<file path="src/rtl/rlb_pkg.sv">
// ----------------------------------------------------------------------------
// rlb_pkg: shared types and constants for the RGB layer blend
// Blend mode codes and the per-lane payload carried between pipeline stages.
// ----------------------------------------------------------------------------
package rlb_pkg;

  localparam int ChanW = 8;
  localparam int ProdW = 2 * ChanW;

  localparam logic [ChanW-1:0] ChanMax  = 8'd255;
  localparam logic [ChanW-1:0] ChanHalf = 8'd127;

  // blend mode register codes
  typedef enum logic [1:0] {
    MODE_MULTIPLY = 2'd0,
    MODE_SUBTRACT = 2'd1,
    MODE_SCREEN   = 2'd2,
    MODE_OVERLAY  = 2'd3
  } mode_t;

  // stage 1 -> 2: multiplier operands and output shaping flags
  typedef struct packed {
    logic [ChanW-1:0] x;
    logic [ChanW-1:0] y;
    logic             dbl;
    logic             inv;
    logic             sub;
    logic [ChanW-1:0] diff;
  } s1_t;

  // stage 2 -> 3: scaled product
  typedef struct packed {
    logic [ProdW-1:0] p;
    logic             inv;
    logic             sub;
    logic [ChanW-1:0] diff;
  } s2_t;

  // stage 3 -> 4: rounded numerator and quotient estimate
  typedef struct packed {
    logic [ProdW-1:0] v;
    logic [ChanW:0]   q;
    logic             inv;
    logic             sub;
    logic [ChanW-1:0] diff;
  } s3_t;

endpackage

</file>
<file path="src/rtl/rgb_layer_blend.sv">
// ----------------------------------------------------------------------------
// rgb_layer_blend: per-channel blend of a top and a bottom RGB pixel
// Four register stages: operand select, multiply, divide estimate, correct.
// Throughput: one word per cycle while out_tready does not stall the output stage.
// Reset: clears stage valid bits and sets the blend mode to multiply.
// ----------------------------------------------------------------------------
module rgb_layer_blend (
  input  logic        clk,
  input  logic        rst_n,
  // configuration: blend mode
  input  logic        cfg_valid,
  output logic        cfg_ready,
  input  logic [1:0]  cfg_data,
  // input stream
  input  logic        in_tvalid,
  output logic        in_tready,
  // a_blue, a_green, a_red, b_blue, b_green, b_red (8 bits each)
  input  logic [47:0] in_tdata,
  // output stream
  output logic        out_tvalid,
  input  logic        out_tready,
  // out_blue, out_green, out_red (8 bits each)
  output logic [23:0] out_tdata
);
  import rlb_pkg::*;

  localparam int NumChan = 3;

  mode_t mode_r;
  logic  v1_r, v2_r, v3_r, v4_r;
  logic  en1, en2, en3, en4;

  s1_t s1_r [NumChan];
  s2_t s2_r [NumChan];
  s3_t s3_r [NumChan];

  // mode register; the user must write it only between runs, the block does not enforce this
  assign cfg_ready = 1'b1;

  always_ff @(posedge clk) begin
    if (!rst_n) begin
      mode_r <= MODE_MULTIPLY;
    end else if (cfg_valid) begin
      mode_r <= mode_t'(cfg_data);
    end
  end

  // advance a stage when it is empty or its successor moves
  assign en4       = !v4_r || out_tready;
  assign en3       = !v3_r || en4;
  assign en2       = !v2_r || en3;
  assign en1       = !v1_r || en2;
  assign in_tready = en1;

  always_ff @(posedge clk) begin
    if (!rst_n) begin
      v1_r <= 1'b0;
      v2_r <= 1'b0;
      v3_r <= 1'b0;
      v4_r <= 1'b0;
    end else begin
      if (en1) begin
        v1_r <= in_tvalid;
      end
      if (en2) begin
        v2_r <= v1_r;
      end
      if (en3) begin
        v3_r <= v2_r;
      end
      if (en4) begin
        v4_r <= v3_r;
      end
    end
  end

  assign out_tvalid = v4_r;

  // one lane per colour channel
  for (genvar ch = 0; ch < NumChan; ch++) begin : g_lane
    rlb_prep u_prep (
      .clk  (clk),
      .en   (en1),
      .mode (mode_r),
      .a    (in_tdata[ch*ChanW +: ChanW]),
      .b    (in_tdata[(ch+NumChan)*ChanW +: ChanW]),
      .s1_r (s1_r[ch])
    );

    rlb_mul u_mul (
      .clk  (clk),
      .en   (en2),
      .s1   (s1_r[ch]),
      .s2_r (s2_r[ch])
    );

    rlb_div u_div (
      .clk  (clk),
      .en   (en3),
      .s2   (s2_r[ch]),
      .s3_r (s3_r[ch])
    );

    rlb_fix u_fix (
      .clk   (clk),
      .en    (en4),
      .s3    (s3_r[ch]),
      .res_r (out_tdata[ch*ChanW +: ChanW])
    );
  end

endmodule

</file>
<file path="src/rtl/rlb_prep.sv">
// ----------------------------------------------------------------------------
// rlb_prep: operand preparation stage
// Picks multiplier operands per mode and works out the clamped difference.
// ----------------------------------------------------------------------------
module rlb_prep (
  input  logic                     clk,
  input  logic                     en,
  input  rlb_pkg::mode_t           mode,
  input  logic [rlb_pkg::ChanW-1:0] a,
  input  logic [rlb_pkg::ChanW-1:0] b,
  output rlb_pkg::s1_t             s1_r
);
  import rlb_pkg::*;

  s1_t s1_nxt;

  // select operands: direct for darkening, complements for lightening
  always_comb begin
    s1_nxt.x    = a;
    s1_nxt.y    = b;
    s1_nxt.dbl  = 1'b0;
    s1_nxt.inv  = 1'b0;
    s1_nxt.sub  = 1'b0;
    s1_nxt.diff = (a < b) ? '0 : (a - b);
    case (mode)
      MODE_MULTIPLY: begin
      end
      MODE_SUBTRACT: begin
        s1_nxt.sub = 1'b1;
      end
      MODE_SCREEN: begin
        s1_nxt.x   = ChanMax - a;
        s1_nxt.y   = ChanMax - b;
        s1_nxt.inv = 1'b1;
      end
      MODE_OVERLAY: begin
        s1_nxt.dbl = 1'b1;
        if (b > ChanHalf) begin
          s1_nxt.x   = ChanMax - a;
          s1_nxt.y   = ChanMax - b;
          s1_nxt.inv = 1'b1;
        end
      end
      default: begin
      end
    endcase
  end

  // hold while the next stage is blocked
  always_ff @(posedge clk) begin
    if (en) begin
      s1_r <= s1_nxt;
    end
  end

endmodule

</file>
<file path="src/rtl/rlb_mul.sv">
// ----------------------------------------------------------------------------
// rlb_mul: product stage
// One 8x8 multiply, doubled for overlay. Overlay operands stay below half
// scale on one side, so the doubled product still fits 16 bits.
// ----------------------------------------------------------------------------
module rlb_mul (
  input  logic         clk,
  input  logic         en,
  input  rlb_pkg::s1_t s1,
  output rlb_pkg::s2_t s2_r
);
  import rlb_pkg::*;

  s2_t              s2_nxt;
  logic [ProdW-1:0] prod;

  // multiply and optionally double
  always_comb begin
    prod        = ProdW'(s1.x) * ProdW'(s1.y);
    s2_nxt.p    = s1.dbl ? {prod[ProdW-2:0], 1'b0} : prod;
    s2_nxt.inv  = s1.inv;
    s2_nxt.sub  = s1.sub;
    s2_nxt.diff = s1.diff;
  end

  always_ff @(posedge clk) begin
    if (en) begin
      s2_r <= s2_nxt;
    end
  end

endmodule

</file>
<file path="src/rtl/rlb_div.sv">
// ----------------------------------------------------------------------------
// rlb_div: divide-by-255 estimate stage
// Adds the rounding offset and forms (v + v/256) / 256, which is at most one
// below floor(v/255); the final stage corrects it.
// ----------------------------------------------------------------------------
module rlb_div (
  input  logic         clk,
  input  logic         en,
  input  rlb_pkg::s2_t s2,
  output rlb_pkg::s3_t s3_r
);
  import rlb_pkg::*;

  s3_t              s3_nxt;
  logic [ProdW-1:0] v;
  logic [ProdW:0]   acc;

  // round offset, then reciprocal estimate
  always_comb begin
    v           = s2.p + ProdW'(ChanHalf);
    acc         = {1'b0, v} + {{(ChanW+1){1'b0}}, v[ProdW-1:ChanW]};
    s3_nxt.v    = v;
    s3_nxt.q    = acc[ProdW:ChanW];
    s3_nxt.inv  = s2.inv;
    s3_nxt.sub  = s2.sub;
    s3_nxt.diff = s2.diff;
  end

  always_ff @(posedge clk) begin
    if (en) begin
      s3_r <= s3_nxt;
    end
  end

endmodule

</file>
<file path="src/rtl/rlb_fix.sv">
// ----------------------------------------------------------------------------
// rlb_fix: quotient correction and output select
// Checks the remainder, bumps the estimate once if needed, and shapes the
// channel result for the selected mode.
// ----------------------------------------------------------------------------
module rlb_fix (
  input  logic                      clk,
  input  logic                      en,
  input  rlb_pkg::s3_t              s3,
  output logic [rlb_pkg::ChanW-1:0] res_r
);
  import rlb_pkg::*;

  logic [ChanW-1:0] res_nxt;
  logic [ProdW:0]   q_mul;
  logic [ProdW:0]   rem;
  logic [ChanW:0]   q;

  // remainder against 255*q, one correction step
  always_comb begin
    q_mul = ({{(ProdW-ChanW){1'b0}}, s3.q} << ChanW) - {{(ProdW-ChanW){1'b0}}, s3.q};
    rem   = {1'b0, s3.v} - q_mul;
    q     = (rem >= (ProdW+1)'(ChanMax)) ? s3.q + 1'b1 : s3.q;
    if (s3.sub) begin
      res_nxt = s3.diff;
    end else if (s3.inv) begin
      res_nxt = ChanMax - q[ChanW-1:0];
    end else begin
      res_nxt = q[ChanW-1:0];
    end
  end

  always_ff @(posedge clk) begin
    if (en) begin
      res_r <= res_nxt;
    end
  end

endmodule

</file>
<file path="config.mk">
export PLATFORM = sky130hd
export DESIGN_NAME = rgb_layer_blend
export DESIGN_NICKNAME = d
export VERILOG_FILES = /design/src/rtl/rlb_pkg.sv /design/src/rtl/rgb_layer_blend.sv /design/src/rtl/rlb_prep.sv /design/src/rtl/rlb_mul.sv /design/src/rtl/rlb_div.sv /design/src/rtl/rlb_fix.sv
export SDC_FILE = /design/constraint.sdc
export NUM_CORES = 1
export LEC_CHECK = 0
export ABC_CLOCK_PERIOD_IN_PS = 12000
export BUFFER_PORTS_ARGS = -buffer_cell sky130_fd_sc_hd__buf_2
export CAP_MARGIN = 20
export CORE_ASPECT_RATIO = 1.4
export CORE_UTILIZATION = 50
export CTS_BUF_LIST = sky130_fd_sc_hd__clkbuf_8 sky130_fd_sc_hd__clkbuf_16
export DETAILED_ROUTE_END_ITERATION = 10
export GPL_TIMING_DRIVEN = 0
export PLACE_DENSITY = 0.76
export SLEW_MARGIN = 10
export SYNTH_ARGS = -nofsm -noshare
export SYNTH_HDL_FRONTEND = slang
export SYNTH_SLANG_ARGS = --single-unit
</file>
<file path="constraint.sdc">
create_clock -name clk -period 12 [get_ports clk]
set_input_delay 0.6 -clock clk [delete_from_list [all_inputs] [get_ports clk]]
set_output_delay 0.6 -clock clk [all_outputs]
set_load 0.02 [all_outputs]
</file>
==> reports/qor.csv <==
metric,value,unit
cts_repair_resize_count,0,
post_synth.cell_area_avg,10.4,sq um
yosys.area_share.xor_xnor,7.63,%
drtAntennaViolNets,0,
initial_utilization,50.9,%
fin_crit,5.08,ns
number_of_enable_flip_flop_cells_after_synthesis,280,
min-delay-path-class,input pin to flip-flop,
most_common_cell_in_the_netlist,sky130_fd_sc_hd__inv_1,
antenna_found_initial,0,
top_level_ports,82,
synth_top_cells_by_count,"327 x sky130_fd_sc_hd__inv_1, 280 x sky130_fd_sc_hd__edfxtp_1, 250 x sky130_fd_sc_hd__ha_1",
synth_mux_area_share,1.55,%
std_cell_rows,91,
diodes,0,
cap_viol_max_count,0,
timing_max_transition_violations_final,0,
die_area,46100,sq um
timing.final.crit_share,42.3,%
post_synth_instance_area,22600,sq um
setup_violations,0,
end_kind,flip-flop,
viasPerCell,5.37,
grtUsageTotal,19.4,%
critical_path_peak_fanout,8,
portBuffers,80,
synth_simple_gate_area_share,14.2,%
total_global_routing_overflow,0,
final.setup_skew,0.0306,ns
cp-start-kind,flip-flop,
cp_data_required_time,12.31,ns
final_design_area_no_fill,24700,sq um
result_of_the_run,"finished, final reports clean",
clock-root-buffer,sky130_fd_sc_hd__clkbuf_16,
mappedNetlistNets,2587,
cellPowerDensity,301,nW/um^2
post_cts_buffers,0,
grt_max_degree,77,
post-synth-top-area-cell,sky130_fd_sc_hd__edfxtp_1,
synthDistinctLibCells,69,
synth_async_sr_flop_share,0,%
cts_buffers,28,
total_of_flip_flops_plus_latches_after_synthesis,286,
min_from,cfg_data[0],
place_congestion,0.875,
synth_largest_type_area_fraction,37.2,%
placement.cell_area,23800,sq um
synth_compound_area_share,9.06,%
design.final.nets,2699,
die_h,254,microns
max_clock_freq,197,MHz
worstMarginPinSlew,1.01,ns
worst_skew_pair.late_latency,0.59,ns
post_detailed_placement_half_perimeter_wirelength,36100,microns
layout-drive-gt1-share,7.00,%
yosys-top-cells-area,"sky130_fd_sc_hd__edfxtp_1 37%, sky130_fd_sc_hd__ha_1 14%, sky130_fd_sc_hd__fa_1 10%, sky130_fd_sc_hd__inv_1 5.4%, sky130_fd_sc_hd__xnor2_1 5.2%",
cts-hold-fix-buffers,0,
detailroute.via_count,15300,
r2r-start,g_lane[1].u_prep.s1_r[20]$_DFFE_PP_,
first_global_vias,15300,
detailedRoute.firstPassIterationCount,5,
drt_iter0_drc,718,
rsz0062_at_grt,no,
final.setup.tns,0,ns
routed_wire_length_per_instance,15.3,microns
synth.yosys.seq_area_share,37.7,%
number_of_hold_slack_violations_in_the_final_timing_report,0,
worst_setup_hold_path_clk_slew,0.06,ns
synth_warnings,0,
cts.sinks,286,
timing_startpoint_of_the_critical_path,g_lane[1].u_prep.s1_r[20]$_DFFE_PP_,
detail_route.drc_violations,0,
timing.max_slew.rel_slack,32.9,%
synth_adder_area_share,23.9,%
postRouteWirelength,43700,microns
critical_path_class,flip-flop to flip-flop,
max-clock-path-buffers,3,
grt_first_pass_wirelength,73100,microns
die_w,182,microns
cts-htree-levels,1,
synthCells,2168,
syn_to_final_growth,9.29,%
ys_dominant_reg_cell,sky130_fd_sc_hd__edfxtp_1,
floorplan.core_area,44400,sq um
p_leak,11.5,nW
synth_top_family_by_area,adder cells,
timing.critical_path.arrival,5.38,ns
tritoncts,yes,
highest_ir_drop_seen_on_vdd,0.124,mV
state kept, by name, summed over array words and instances (netlist names):
name,flops
g_lane.u_div.s3_r,103
g_lane.u_fix.res_r,24
g_lane.u_mul.s2_r,76
g_lane.u_prep.s1_r,77
mode_r,2
out_tvalid,1
v1_r,1
v2_r,1
v3_r,1
layout by cell type, fill, tap and decap left out, types with 11 or more instances in the layout:
cell type	instances
sky130_fd_sc_hd__xor2_1	62
sky130_fd_sc_hd__nand4_1	11
sky130_fd_sc_hd__and2_1	176
sky130_fd_sc_hd__mux2_2	24
sky130_fd_sc_hd__o21ai_0	73
sky130_fd_sc_hd__a21o_1	42
sky130_fd_sc_hd__o21a_1	12
sky130_fd_sc_hd__nor3_1	29
sky130_fd_sc_hd__nand3_1	26
sky130_fd_sc_hd__nand2b_1	20
sky130_fd_sc_hd__a31oi_1	18
sky130_fd_sc_hd__clkbuf_1	25
sky130_fd_sc_hd__buf_2	81
sky130_fd_sc_hd__nor2b_1	27
sky130_fd_sc_hd__a21oi_1	85
sky130_fd_sc_hd__o211ai_1	12
sky130_fd_sc_hd__ha_1	250
sky130_fd_sc_hd__xnor2_1	135
sky130_fd_sc_hd__and3_1	32
sky130_fd_sc_hd__fa_1	114
sky130_fd_sc_hd__inv_1	329
sky130_fd_sc_hd__edfxtp_1	280
sky130_fd_sc_hd__nor2_1	89
sky130_fd_sc_hd__clkbuf_16	28
sky130_fd_sc_hd__nand2_1	151
sky130_fd_sc_hd__o31ai_1	12
per-stage QoR:
stage               hold slack [ns]  std cells  total power, W  utilization, %  setup WS, ns
floorplan                     0.400       2168         0.00552               -          7.33
global placement              0.404       2806         0.00636            53.4          7.01
detailed placement            0.405       2808         0.00653            53.6          6.94
CTS                           0.244       2857         0.00746            55.7          6.92
global route                  0.294       2857         0.00818            55.7          6.67
finish                        0.269       2857         0.00745            55.7          6.92
critical path: stages (launching register included):
cell	delay [ns]
sky130_fd_sc_hd__edfxtp_1	0.48
sky130_fd_sc_hd__and2_1	0.23
sky130_fd_sc_hd__fa_1	0.46
sky130_fd_sc_hd__fa_1	0.54
sky130_fd_sc_hd__inv_1	0.05
sky130_fd_sc_hd__fa_1	0.46
sky130_fd_sc_hd__fa_1	0.55
sky130_fd_sc_hd__inv_1	0.04
sky130_fd_sc_hd__ha_1	0.32
sky130_fd_sc_hd__inv_1	0.06
sky130_fd_sc_hd__o21ai_0	0.11
sky130_fd_sc_hd__a2111o_1	0.43
sky130_fd_sc_hd__o311ai_0	0.16
sky130_fd_sc_hd__o21ai_0	0.27
sky130_fd_sc_hd__a31oi_1	0.25
sky130_fd_sc_hd__xnor2_1	0.11
sky130_fd_sc_hd__mux2_2	0.27
routing by layer:
metal / track usage (%) / vias up / share of wire (%) / routed length, microns
li1: - / 7626 / - / -
met1: 23.6 / 7319 / 43 / 18800
met2: 35.8 / 308 / 51 / 22200
met3: 1.45 / 86 / 3.2 / 1410
met4: 7.51 / 0 / 3.2 / 1410
met5: 0 / - / 0 / 0
final timing paths:
check	end	slack, ns	depth (start not counted)
setup / recovery	g_lane[1].u_mul.s2_r[25]$_DFFE_PP_	6.92	16
hold / removal	mode_r[0]$_SDFFE_PN0P_	0.27	3
setup reg to reg	g_lane[1].u_mul.s2_r[25]$_DFFE_PP_	6.92	16
hold reg to reg	g_lane[1].u_mul.s2_r[6]$_DFFE_PP_	0.42	0
cells by family after synthesis:
group                      after synthesis
muxes                                   32
and+or+nand+nor                        609
AOI/OAI and AO/OA                      322
other                                    1
DFF                                    286
adders and majority gates              364
buffers and inverters                  357
xor gates and xnor gates               197
power breakdown:
group / internal [W] / switching [W] / leakage (nW)
clock network: 0.000512 / 0.000367 / 0.466
registers: 0.00158 / 0.000206 / 3.15
logic: 0.00209 / 0.00269 / 7.91
total: 0.00419 / 0.00326 / 11.5
cell type report:
type / count / area (sq um)
buffer: 30 / 125
timing repair buffer: 82 / 455
fill: 3749 / 19700
clock buffer: 28 / 701
multi-input combinational: 1525 / 12800
sequential: 286 / 8530
clock inverter: 21 / 230
tap: 558 / 698
inverter: 327 / 1230
Note: power is estimated with default switching activity, not from simulation.
